`src/rtl/wbps_pkg.sv`:
```
`default_nettype none
// ----------------------------------------------------------------------------
// wbps_pkg
// Shared types and constants of the white/black point stretch block.
// ----------------------------------------------------------------------------
package wbps_pkg;

    localparam int FRAC_BITS_DEF = 16;

    localparam int SAMPLE_W = 32;
    localparam int POINT_W  = 14;
    localparam int LEVEL_W  = 17;

    // percent scale (hundredths of a percent) and output full scale
    localparam int PCT_SCALE = 10000;
    localparam int QBITS     = 16;           // quotient bits below 1.0
    localparam int QCNT_W    = $clog2(QBITS);

    // arithmetic widths of the apply path
    localparam int RANGE_W = SAMPLE_W + 1;
    localparam int FAC_W   = POINT_W + 1;
    localparam int PROD_W  = 48;
    localparam int WIDE    = 52;

    // apply queue between front and back
    localparam int QDEPTH  = 4;
    localparam int QPTR_W  = $clog2(QDEPTH);
    localparam int QCNT_QW = $clog2(QDEPTH + 1);

    // register byte addresses
    localparam int ADDR_W = 3;
    localparam logic REG_BLACK = 1'b0;
    localparam logic REG_WHITE = 1'b1;

    localparam logic FUNC_SCAN  = 1'b0;
    localparam logic FUNC_APPLY = 1'b1;

    // one apply item with the statistics seen at its arrival
    typedef struct packed {
        logic signed [SAMPLE_W-1:0] sample;
        logic signed [SAMPLE_W-1:0] run_max;
        logic signed [SAMPLE_W-1:0] run_min;
    } t_item;

    typedef enum logic [2:0] {
        B_IDLE,
        B_MUL,
        B_SUM,
        B_DIFF,
        B_CHECK,
        B_DIV,
        B_DONE
    } t_bstate;

endpackage : wbps_pkg
`default_nettype wire

```
`src/rtl/wbps_front.sv`:
```
`default_nettype none
// ----------------------------------------------------------------------------
// wbps_front
// Accepts beats, keeps the running min/max, forwards apply beats to the queue.
// ----------------------------------------------------------------------------
module wbps_front #(
    parameter int FRAC_BITS = wbps_pkg::FRAC_BITS_DEF
) (
    input  wire                                  i_clk,
    input  wire                                  i_rst_n,
    input  wire                                  i_accept,
    input  wire                                  i_func,
    input  wire signed [wbps_pkg::SAMPLE_W-1:0]  i_sample,
    input  wire                                  i_frame_start,
    output logic                                 o_wr,
    output wbps_pkg::t_item                      o_item
);

    localparam logic [63:0] MinRaw = 64'd1000 << FRAC_BITS;
    localparam logic [wbps_pkg::SAMPLE_W-1:0] MinRst =
        (MinRaw > 64'h7FFF_FFFF) ? 32'h7FFF_FFFF : MinRaw[wbps_pkg::SAMPLE_W-1:0];

    logic signed [wbps_pkg::SAMPLE_W-1:0] r_run_max, n_run_max;
    logic signed [wbps_pkg::SAMPLE_W-1:0] r_run_min, n_run_min;
    logic signed [wbps_pkg::SAMPLE_W-1:0] w_base_max, w_base_min;

    always_comb begin
        w_base_max = i_frame_start ? '0 : r_run_max;
        w_base_min = i_frame_start ? $signed(MinRst) : r_run_min;
        n_run_max  = w_base_max;
        n_run_min  = w_base_min;
        // negative samples do not count
        if (!i_sample[wbps_pkg::SAMPLE_W-1]) begin
            if (i_sample > w_base_max) begin
                n_run_max = i_sample;
            end
            if (i_sample < w_base_min) begin
                n_run_min = i_sample;
            end
        end
    end

    always_ff @(posedge i_clk) begin
        if (!i_rst_n) begin
            r_run_max <= '0;
            r_run_min <= $signed(MinRst);
        end else if (i_accept && i_func == wbps_pkg::FUNC_SCAN) begin
            r_run_max <= n_run_max;
            r_run_min <= n_run_min;
        end
    end

    assign o_wr           = i_accept && i_func == wbps_pkg::FUNC_APPLY;
    assign o_item.sample  = i_sample;
    assign o_item.run_max = r_run_max;
    assign o_item.run_min = r_run_min;

endmodule : wbps_front
`default_nettype wire

```
`config.mk`:
```
export PLATFORM = sky130hd
export DESIGN_NAME = wbps_front
export DESIGN_NICKNAME = d
export VERILOG_FILES = /design/src/rtl/wbps_pkg.sv /design/src/rtl/wbps_front.sv
export SDC_FILE = /design/constraint.sdc
export NUM_CORES = 1
export LEC_CHECK = 0
export BUFFER_PORTS_ARGS = -buffer_cell sky130_fd_sc_hd__buf_2
export CAP_MARGIN = 20
export CORE_ASPECT_RATIO = 0.7
export CORE_MARGIN = 2
export CORE_UTILIZATION = 30
export DETAILED_ROUTE_END_ITERATION = 12
export PLACE_DENSITY_LB_ADDON = 0.08
export SETUP_SLACK_MARGIN = 0.02
export SYNTH_ARGS = -nofsm -noshare
export SYNTH_HDL_FRONTEND = slang
export SYNTH_SLANG_ARGS = --single-unit
```
`constraint.sdc`:
```
create_clock -name i_clk -period 4.4 [get_ports i_clk]
set_clock_uncertainty 0.15 [all_clocks]
set_input_delay 0.22 -clock i_clk [delete_from_list [all_inputs] [get_ports i_clk]]
set_output_delay 0.22 -clock i_clk [all_outputs]
set_load 0.05 [all_outputs]
```
==> summary.md <==
| Metric | Value |
|---|---|
| Nets | 774 |
| Fin. max-slew vios | 0 |
| Drt total wl | roughly 16000 µm |
| Worst setup SP type | input port |
| Required time worst endpoint | around 4.5 ns |
| Die Wd | 154.4 µm |
| TritonCTS sink count | 64 |
| Synthesized flop and latch total | 64 |
| Layout cell share with drive strength beyond 1 | 0.2430 |
| Num CTS Buffers | 9 |
| Initial DRC Count | 300 |
| Cell taking the most area after synthesis | dfxtp_1 |
| Distinct cells, synth | 39 |
| Commonest cells post-synth | nand2_1 (77), dfxtp_1 (64), ha_1 (63) |
| Number of port buffers | around 130 |
| CP Capture Type | register |
| DR WL/cell | about 18 µm |
| Post-CTS sizing | 0 |
| TritonCTS clock tree | done |
| # IOs | approximately 130 |
| Vias in the first global route | just over 4000 |
| Post-route ant nets | 0 |
| Post-synth EDFFs | 0 |
| Post-synth top area share | 0.2698 |
| Worst-Skew Late Latency | between 0.3 and 0.4 ns |
| Unrepaired setup endpoints after global routing | no |
| CP arrival | ~3.4 ns |
| Global placement routability congestion | slightly above 0.8 |
| H-tree Lvls | 3 |
| LEAKAGE | about 2.5 nW |
| Most frequent cell after synthesis | nand2_1 |
| PwrDens | between 300 and 400 nW/µm² |
| HPWL after detailed placement | ~11000 µm |
| Post-CTS setup buffer count | 0 |
| Synthesis Warnings | 0 |
| Total Power | 0.001789 W |
| Largest net degree at the start of global routing | between 50 and 60 |
| Post-synth ARST share | 0 |
| Initial Utilization | 0.3063 |
| Synthesized area per cell | 8.048 µm² |
| Worst hold-check path type | input port to register |
| Slew @ Worst Pin | ~0.79 ns |
| Initial antenna violation count | 1 |
| CTS Hold Bufs | 0 |
| Crit path kind | input port to register |
| Final period utilization | 0.7593 |
| MaxCap Viol Count | 0 |
| Root buf cell | clkbuf_16 |
| First-pass GRT wire length | 23490 µm |
| Maximum VDD drop | 0.1604 mV |
| Row Count | 38 |
| Layout Cells excl Fill | 879 |
| FILL cells | between 1500 and 2000 |
| Via count | ~4400 |
| Outcome | finished clean |
| Fmax | 299.3 MHz |
| Final Hold Fails | 0 |
| Min Clock Period, post-route | 3.341 ns |
| Top cells by area, synth | dfxtp_1 (27%), ha_1 (17%), nand2b_1 (7.8%), mux2i_1 (6.5%), nand2_1 (6.1%) |
| Drt drc | 0 |
| Final setup fails | 0 |
| CTS Buffer Depth | 2 |
| Core area | 15500 µm² |
| GRT Residual Overflow | 0 |
| Syn Nets | 690 |
| Crit Path Max Fanout | 50 |
| Inst Count DP | between 800 and 900 |
| GRT Util Overall | 0.1834 |
| Avg Vias per Cell | 4.983 |
| Die Area | ~17000 µm² |
| Worst slew margin | 0.4753 |
| Setup_tns | 0 ns |
| Die Height | between 100 and 150 µm |
| Post-Synthesis Cells | ~600 |
| Layout area overhead | 19.00% |
| Reg clk slew, reported paths | roughly 0.060 ns |
| Synthesized area | 4748 µm² |
| Antenna diode count | 0 |
| Seq/Total Area, Yosys | 0.2698 |
| TritonRoute pass-1 iters | 4 |
| Top FF cell, synth | dfxtp_1 |
-- stage by stage --
stage	setup WS, ns	util	hold slack [ns]	cell area [µm²]
after floorplan	1.457	-	0.2004	4748
after global placement	0.7863	0.3430	0.2880	5316
after detailed placement	0.6651	0.3430	0.2984	5316
after CTS	0.9907	0.3645	0.05065	5650
after global routing	0.7060	0.3645	0.06168	5650
final	1.059	0.3645	0.05387	5650
-- worst max-delay path, cell delays in order --
cell and delay (ns):
buf_2 0.57, buf_4 0.31, nand2b_1 0.12, ha_1 0.23, a21oi_1 0.15, nor2b_1 0.05, o311ai_0 0.35, a31oi_1 0.21
o21ai_4 0.67, buf_4 0.32, nand3_1 0.10, o21ai_0 0.12
-- worst paths after layout --
path                              startpoint                    endpoint  slack [ns]  depth (start not counted)
setup reg to reg  r_run_max[14]$_SDFFE_PN0P_  r_run_max[21]$_SDFFE_PN0P_        1.35                         10
hold / removal                  i_sample[24]  r_run_min[24]$_SDFFE_PN1P_        0.05                          3
hold reg to reg   r_run_min[31]$_SDFFE_PN0P_  r_run_min[31]$_SDFFE_PN0P_        0.31                          2
setup / recovery               i_frame_start   r_run_min[2]$_SDFFE_PN0P_        1.06                         12
-- metal layers --
layer,up-vias,track usage,wire [µm]
met5,-,0,0
li1,2227,-,-
met2,119,0.2627,6366
met1,2023,0.2795,8365
met3,11,0.03736,753
met4,0,0.03968,158
-- final cells by class --
cell class                      instances  area (µm²)  share of cell area
Sequential cell                        64        1281              0.2267
Tap cell                              200       250.2             0.04429
Inverter                                9       33.78            0.005979
Clock buffer                           14       274.0             0.04849
Timing Repair Buffer                  141       738.2              0.1306
Multi-Input combinational cell        449        3013              0.5332
Clock inverter                          2       60.06             0.01063
-- state kept, by name, indices dropped and copies added, names as in the netlist --
register,count
r_run_min,32
r_run_max,32
-- cell usage in the layout (no fill, tap or decap), types with 3 or more instances in the layout --
cell type and instances:
buf_2 133, a22oi_1 7, nor3_1 10, nand2b_1 59
mux2i_1 31, nor2b_1 3, nand3_1 31, nor2_1 16
inv_1 9, nand4_1 7, clkbuf_8 3, and3_1 24
clkbuf_16 9, nand2_1 77, o21ai_0 37, ha_1 63
a211oi_1 5, buf_4 7, dfxtp_1 64, a21oi_1 46
and2_1 3, a31oi_1 9
-- power by group --
part	switching, W	leakage (nW)	internal, W
Clock	0.000271	0.163	0.000544
Combinational	0.000261	1.79	0.000106
Sequential	0.0000138	0.518	0.000593
-- cells by family (layout without fill, tap and decap cells) --
| kind of cell | Yosys count | in the layout | synth area share |
|---|---|---|---|
| DFF | 64 | 64 | 0.2698 |
| AOI/OAI and AO/OA | 114 | 114 | 0.1376 |
| adders and majority gates | 63 | 63 | 0.1660 |
| buffers and inverters | 77 | 166 | 0.09750 |
| muxes | 31 | 31 | 0.06535 |
| and+or+nand+nor | 241 | 241 | 0.2638 |
No activity file was read; power rests on OpenSTA's default activity.
