**src/rtl/wbps_pkg.sv**
```systemverilog
`default_nettype none
// ----------------------------------------------------------------------------
// wbps_pkg
// Shared types and constants of the white/black point stretch block.
// ----------------------------------------------------------------------------
package wbps_pkg;

    localparam int FRAC_BITS_DEF = 16;

    localparam int SAMPLE_W = 32;
    localparam int POINT_W  = 14;
    localparam int LEVEL_W  = 17;

    // percent scale (hundredths of a percent) and output full scale
    localparam int PCT_SCALE = 10000;
    localparam int QBITS     = 16;           // quotient bits below 1.0
    localparam int QCNT_W    = $clog2(QBITS);

    // arithmetic widths of the apply path
    localparam int RANGE_W = SAMPLE_W + 1;
    localparam int FAC_W   = POINT_W + 1;
    localparam int PROD_W  = 48;
    localparam int WIDE    = 52;

    // apply queue between front and back
    localparam int QDEPTH  = 4;
    localparam int QPTR_W  = $clog2(QDEPTH);
    localparam int QCNT_QW = $clog2(QDEPTH + 1);

    // register byte addresses
    localparam int ADDR_W = 3;
    localparam logic REG_BLACK = 1'b0;
    localparam logic REG_WHITE = 1'b1;

    localparam logic FUNC_SCAN  = 1'b0;
    localparam logic FUNC_APPLY = 1'b1;

    // one apply item with the statistics seen at its arrival
    typedef struct packed {
        logic signed [SAMPLE_W-1:0] sample;
        logic signed [SAMPLE_W-1:0] run_max;
        logic signed [SAMPLE_W-1:0] run_min;
    } t_item;

    typedef enum logic [2:0] {
        B_IDLE,
        B_MUL,
        B_SUM,
        B_DIFF,
        B_CHECK,
        B_DIV,
        B_DONE
    } t_bstate;

endpackage : wbps_pkg
`default_nettype wire

```
**src/rtl/wbps_back.sv**
```systemverilog
`default_nettype none
// ----------------------------------------------------------------------------
// wbps_back
// Sequencer that maps one apply item to a level, with its own result register.
// ----------------------------------------------------------------------------
module wbps_back (
    input  wire                                 i_clk,
    input  wire                                 i_rst_n,
    input  wire                                 i_q_valid,
    input  wbps_pkg::t_item                     i_q_item,
    output logic                                o_q_rd,
    input  wire  [wbps_pkg::POINT_W-1:0]        i_black,
    input  wire  [wbps_pkg::POINT_W-1:0]        i_white,
    input  wire                                 i_pop,
    output logic                                o_valid,
    output logic [wbps_pkg::LEVEL_W-1:0]        o_level,
    output logic                                o_degenerate
);

    localparam int PW = wbps_pkg::PROD_W;
    localparam int WW = wbps_pkg::WIDE;
    localparam logic signed [wbps_pkg::FAC_W-1:0] Scale = wbps_pkg::FAC_W'(wbps_pkg::PCT_SCALE);
    localparam logic [wbps_pkg::LEVEL_W-1:0] LevelOne = wbps_pkg::LEVEL_W'(1) << wbps_pkg::QBITS;

    wbps_pkg::t_bstate r_state, n_state;

    logic signed [wbps_pkg::RANGE_W-1:0] r_range;
    logic signed [WW-1:0] r_smax, r_smin, r_ss, r_lop, r_hip, r_lo, r_hi, r_span, r_d;
    logic [wbps_pkg::QBITS-1:0]   r_q;
    logic [wbps_pkg::QCNT_W-1:0]  r_cnt;
    logic [wbps_pkg::LEVEL_W-1:0] r_level;
    logic                         r_degen;
    logic                         r_out_valid;
    logic [wbps_pkg::LEVEL_W-1:0] r_out_level;
    logic                         r_out_degen;

    logic signed [PW-1:0] w_pmax, w_pmin, w_ps, w_plo, w_phi;
    logic signed [wbps_pkg::FAC_W-1:0] w_bfac, w_wfac;
    logic [WW-1:0] w_shift;
    logic          w_ge;
    logic          w_slot_free;
    logic          w_span_bad, w_d_low, w_d_high;

    // scale by 10000 and by the point factors
    assign w_pmax = i_q_item.run_max * Scale;
    assign w_pmin = i_q_item.run_min * Scale;
    assign w_ps   = i_q_item.sample  * Scale;
    assign w_bfac = $signed({1'b0, i_black});
    assign w_wfac = Scale - $signed({1'b0, i_white});
    assign w_plo  = r_range * w_bfac;
    assign w_phi  = r_range * w_wfac;

    assign w_span_bad = r_span[WW-1] || r_span == '0;
    assign w_d_low    = r_d[WW-1] || r_d == '0;
    assign w_d_high   = r_d >= r_span;

    // one restoring division step, remainder stays below the span
    assign w_shift = {r_d[WW-2:0], 1'b0};
    assign w_ge    = w_shift >= $unsigned(r_span);

    assign w_slot_free = !r_out_valid || i_pop;

    // next state
    always_comb begin
        n_state = r_state;
        case (r_state)
            wbps_pkg::B_IDLE:  if (i_q_valid) n_state = wbps_pkg::B_MUL;
            wbps_pkg::B_MUL:   n_state = wbps_pkg::B_SUM;
            wbps_pkg::B_SUM:   n_state = wbps_pkg::B_DIFF;
            wbps_pkg::B_DIFF:  n_state = wbps_pkg::B_CHECK;
            wbps_pkg::B_CHECK: begin
                if (w_span_bad || w_d_low || w_d_high) begin
                    n_state = wbps_pkg::B_DONE;
                end else begin
                    n_state = wbps_pkg::B_DIV;
                end
            end
            wbps_pkg::B_DIV:   if (r_cnt == '0) n_state = wbps_pkg::B_DONE;
            wbps_pkg::B_DONE:  if (w_slot_free) n_state = wbps_pkg::B_IDLE;
            default:           n_state = wbps_pkg::B_IDLE;
        endcase
    end

    // outputs of the sequencer
    always_comb begin
        o_q_rd = 1'b0;
        case (r_state)
            wbps_pkg::B_IDLE: o_q_rd = i_q_valid;
            default:          o_q_rd = 1'b0;
        endcase
    end

    always_ff @(posedge i_clk) begin
        if (!i_rst_n) begin
            r_state <= wbps_pkg::B_IDLE;
        end else begin
            r_state <= n_state;
        end
    end

    // datapath
    always_ff @(posedge i_clk) begin
        case (r_state)
            wbps_pkg::B_IDLE: begin
                r_range <= wbps_pkg::RANGE_W'(i_q_item.run_max) -
                           wbps_pkg::RANGE_W'(i_q_item.run_min);
                r_smax  <= {{(WW-PW){w_pmax[PW-1]}}, w_pmax};
                r_smin  <= {{(WW-PW){w_pmin[PW-1]}}, w_pmin};
                r_ss    <= {{(WW-PW){w_ps[PW-1]}}, w_ps};
            end
            wbps_pkg::B_MUL: begin
                r_lop <= {{(WW-PW){w_plo[PW-1]}}, w_plo};
                r_hip <= {{(WW-PW){w_phi[PW-1]}}, w_phi};
            end
            wbps_pkg::B_SUM: begin
                r_lo <= r_smin + r_lop;
                r_hi <= r_smax - r_hip;
            end
            wbps_pkg::B_DIFF: begin
                r_span <= r_hi - r_lo;
                r_d    <= r_ss - r_lo;
            end
            wbps_pkg::B_CHECK: begin
                r_q   <= '0;
                r_cnt <= wbps_pkg::QCNT_W'(wbps_pkg::QBITS - 1);
                r_degen <= w_span_bad;
                if (w_span_bad || w_d_low) begin
                    r_level <= '0;
                end else begin
                    r_level <= LevelOne;
                end
            end
            wbps_pkg::B_DIV: begin
                r_d   <= w_ge ? $signed(w_shift - $unsigned(r_span)) : $signed(w_shift);
                r_q   <= {r_q[wbps_pkg::QBITS-2:0], w_ge};
                r_cnt <= r_cnt - 1'b1;
                if (r_cnt == '0) begin
                    r_level <= {1'b0, r_q[wbps_pkg::QBITS-2:0], w_ge};
                end
            end
            default: begin
                r_cnt <= r_cnt;
            end
        endcase
    end

    // result register
    always_ff @(posedge i_clk) begin
        if (!i_rst_n) begin
            r_out_valid <= 1'b0;
        end else if (r_state == wbps_pkg::B_DONE && w_slot_free) begin
            r_out_valid <= 1'b1;
        end else if (i_pop) begin
            r_out_valid <= 1'b0;
        end
    end

    always_ff @(posedge i_clk) begin
        if (r_state == wbps_pkg::B_DONE && w_slot_free) begin
            r_out_level <= r_level;
            r_out_degen <= r_degen;
        end
    end

    assign o_valid      = r_out_valid;
    assign o_level      = r_out_level;
    assign o_degenerate = r_out_degen;

endmodule : wbps_back
`default_nettype wire

```
**config.mk**
```make
export PLATFORM = sky130hd
export DESIGN_NAME = wbps_back
export DESIGN_NICKNAME = d
export VERILOG_FILES = /design/src/rtl/wbps_pkg.sv /design/src/rtl/wbps_back.sv
export SDC_FILE = /design/constraint.sdc
export NUM_CORES = 2
export LEC_CHECK = 0
export BUFFER_PORTS_ARGS = -buffer_cell sky130_fd_sc_hd__buf_2
export CAP_MARGIN = 20
export CORE_ASPECT_RATIO = 1.75
export CORE_UTILIZATION = 55
export CTS_BUF_LIST = sky130_fd_sc_hd__clkbuf_4
export DETAILED_ROUTE_END_ITERATION = 7
export HOLD_SLACK_MARGIN = 0.05
export PLACE_DENSITY_LB_ADDON = 0.3
export SETUP_SLACK_MARGIN = 0.15
export SLEW_MARGIN = 20
export SYNTH_ARGS = -nofsm -noshare
export SYNTH_HDL_FRONTEND = slang
export SYNTH_SLANG_ARGS = --single-unit
```
**constraint.sdc**
```tcl
create_clock -name i_clk -period 35.6 [get_ports i_clk]
set_clock_uncertainty 0.2 [all_clocks]
set_input_delay 3.56 -clock i_clk [delete_from_list [all_inputs] [get_ports i_clk]]
set_output_delay 3.56 -clock i_clk [all_outputs]
set_load 0.01 [all_outputs]
```
==> results_dict.tcl <==
set metrics [dict create \
    status "complete, no violations" \
    numCtsBuffers 117 \
    gp_congestion 1.01 \
    initial_core_util 0.554 \
    wl_per_cell_um 21.9 \
    io_pins 148 \
    reg2regPathDepth 21 \
    ys.warnings.count 0 \
    dr.first_iter.drc_count 3103 \
    crit_required_ns 36.22 \
    area_growth_pct 5.72 \
    placedInstanceArea_um2 84900 \
    mostFrequentLayoutCell "inv_1" \
    worst_slew_margin_rel 0.198 \
    path_clk_slew_ns 0.07 \
    max_freq_mhz 85.7 \
    post_cts_resized 0 \
    ant_nets 0 \
    fin_area_um2 86700 \
    antenna_found_initial 42 \
    port_buffers 147 \
    final_cells 10700 \
    synthCells 8545 \
    cp-start-kind "primary input" \
    final_cell_mix "1660 x inv_1, 1159 x fa_1, 1045 x ha_1, 797 x nand2_1, 515 x edfxtp_1" \
    synthArstFlopShare 0 \
    core-area_um2 148000 \
    finalSetupTns_ns 0 \
    grt.overflow.total 0 \
    finalHoldViolCount 0 \
    synthesis.nets 10900 \
    dp_hpwl_um 194000 \
    period_share 0.328 \
    rsz0062_at_grt "false" \
    grt_start_max_net_pins 70 \
    grt_pass1_wl_um 363000 \
    cts_tree "yes" \
    finalWirelength_um 235000 \
    cts_root_buf "clkbuf_4" \
    ctsHoldBuffers 0 \
    dieHeight_um 513 \
    yosysSeqAreaShare 0.190 \
    worstPathArrival_ns 12.29 \
    gr-usage-all-layers 0.316 \
    cts.sinks 519 \
    drtPass1Iterations 8 \
    path_max_fanout 35 \
    final-max-slew-violation-count 0 \
    drcViolationCount 0 \
    hp-class "reg2reg" \
    post-cts-setup-buffers 0 \
    dp_cells 10500 \
    layout_min_cycle_time_ns 11.67 \
    viasPerCell 5.78 \
    cp_slowest_stage_delay_ns 0.57 \
    grt_pass1_vias 67600 \
    setup_violations 0 \
    worstSetupPathType "in2reg" \
    post_synth.cell_area_avg_um2 9.60 \
    drive_above_1_share 0.0518 \
    critPathSlowestCell "nor4_1" \
    syn_area_um2 82000 \
    worstSetupEndpointType "flop" \
    synth_edf_count 515 \
    tightest_slew_ns 1.20 \
    vias 62000 \
    core.rowCount 187 \
    clk_latency_ns 1.11 \
    dieArea_um2 151000 \
    nets 11000 \
    maxCapViolCount 0 \
    die_w_um 294 \
    clk_path_buf_depth 3 \
    min_path_cells 0 \
    ys_ff_latch 519 \
    cts_max_level 3 \
    synth_cell_types 85 \
    path_common_cell "fa_1" \
    ys.flop_type "edfxtp_1" \
]
[kinds of logic after synthesis]
logic type | share of synthesized area
simple gates | 0.120
flops | 0.190
compound gates | 0.112
fa+ha+maj | 0.442
mux | 0.00122
buf+inv | 0.0879
xor+xnor | 0.0466
[critical path: cells and delay by family]
kind | cells | cell delay (ns)
compound gates | 10 | 2.47
xor+xnor | 1 | 0.11
fa+ha+maj | 8 | 3.49
buf+inv | 7 | 1.26
simple gates | 6 | 1.37
[routing by layer]
metal	wire length [um]	track usage
met5	184	0
met4	19100	0.228
met3	12100	0.0523
met2	126000	0.594
met1	77900	0.309
[path summary, 6_finish.rpt]
check                                 from              endpoint  slack, ns
setup reg to reg     r_range[11]$_DFFE_PN_   r_hip[46]$_DFFE_PP_      27.26
hold reg to reg   r_level[9]$_SDFFCE_PN0P_  o_level[9]$_DFFE_PP_       0.22
hold / removal    r_level[9]$_SDFFCE_PN0P_  o_level[9]$_DFFE_PP_       0.22
setup / recovery                i_white[0]   r_hip[46]$_DFFE_PP_      23.93
[area by class of cell]
| cell class | count | area [um^2] |
|---|---|---|
| Fill cell | 12800 | 61400 |
| Multi-Input combinational cell | 6105 | 59400 |
| Sequential cell | 519 | 15500 |
| Inverter | 1663 | 6240 |
| Tap cell | 1984 | 2480 |
| Timing Repair Buffer | 216 | 1250 |
| Clock buffer | 155 | 1160 |
| Clock inverter | 64 | 561 |
| Antenna cell | 27 | 67.6 |
[stage by stage]
step	worst slack [ns]	hold WS (ns)	util
6_report	23.93	0.221	0.585
2_1_floorplan	19.31	0.200	-
4_1_cts	24.07	0.222	0.585
5_1_grt	23.56	0.231	0.585
3_3_place_gp	23.06	0.203	0.573
3_5_place_dp	22.95	0.205	0.573
[registers in the layout, summed over array words and instances, names as in the netlist]
register,count
r_range,33
o_level,17
r_cnt,4
r_smin,43
r_q,15
r_hi,49
r_level,17
o_valid,1
r_state,3
r_lo,49
r_ss,43
r_smax,43
r_d,52
r_span,52
r_hip,48
r_lop,48
r_degen,1
o_degenerate,1
[cell usage after synthesis (all sizes together) (59+ instances only)]
master / count / area (um^2)
o21a: 61 / 458
xnor2: 291 / 2550
nand2: 798 / 3000
and2: 370 / 2310
fa: 1159 / 23200
o21ai: 274 / 1370
a21o: 241 / 1810
ha: 1045 / 13100
nor2b: 61 / 382
clkbuf: 252 / 946
and3: 95 / 594
nor2: 283 / 1060
edfxtp: 515 / 15500
xor2: 145 / 1270
a21oi: 433 / 2170
o21bai: 59 / 447
nand2b: 65 / 407
inv: 1662 / 6240
nand3: 105 / 526
Power is left out: the tool's default activity adds up to more than one toggle a clock period on the data nets, which glitch-free logic cannot reach.
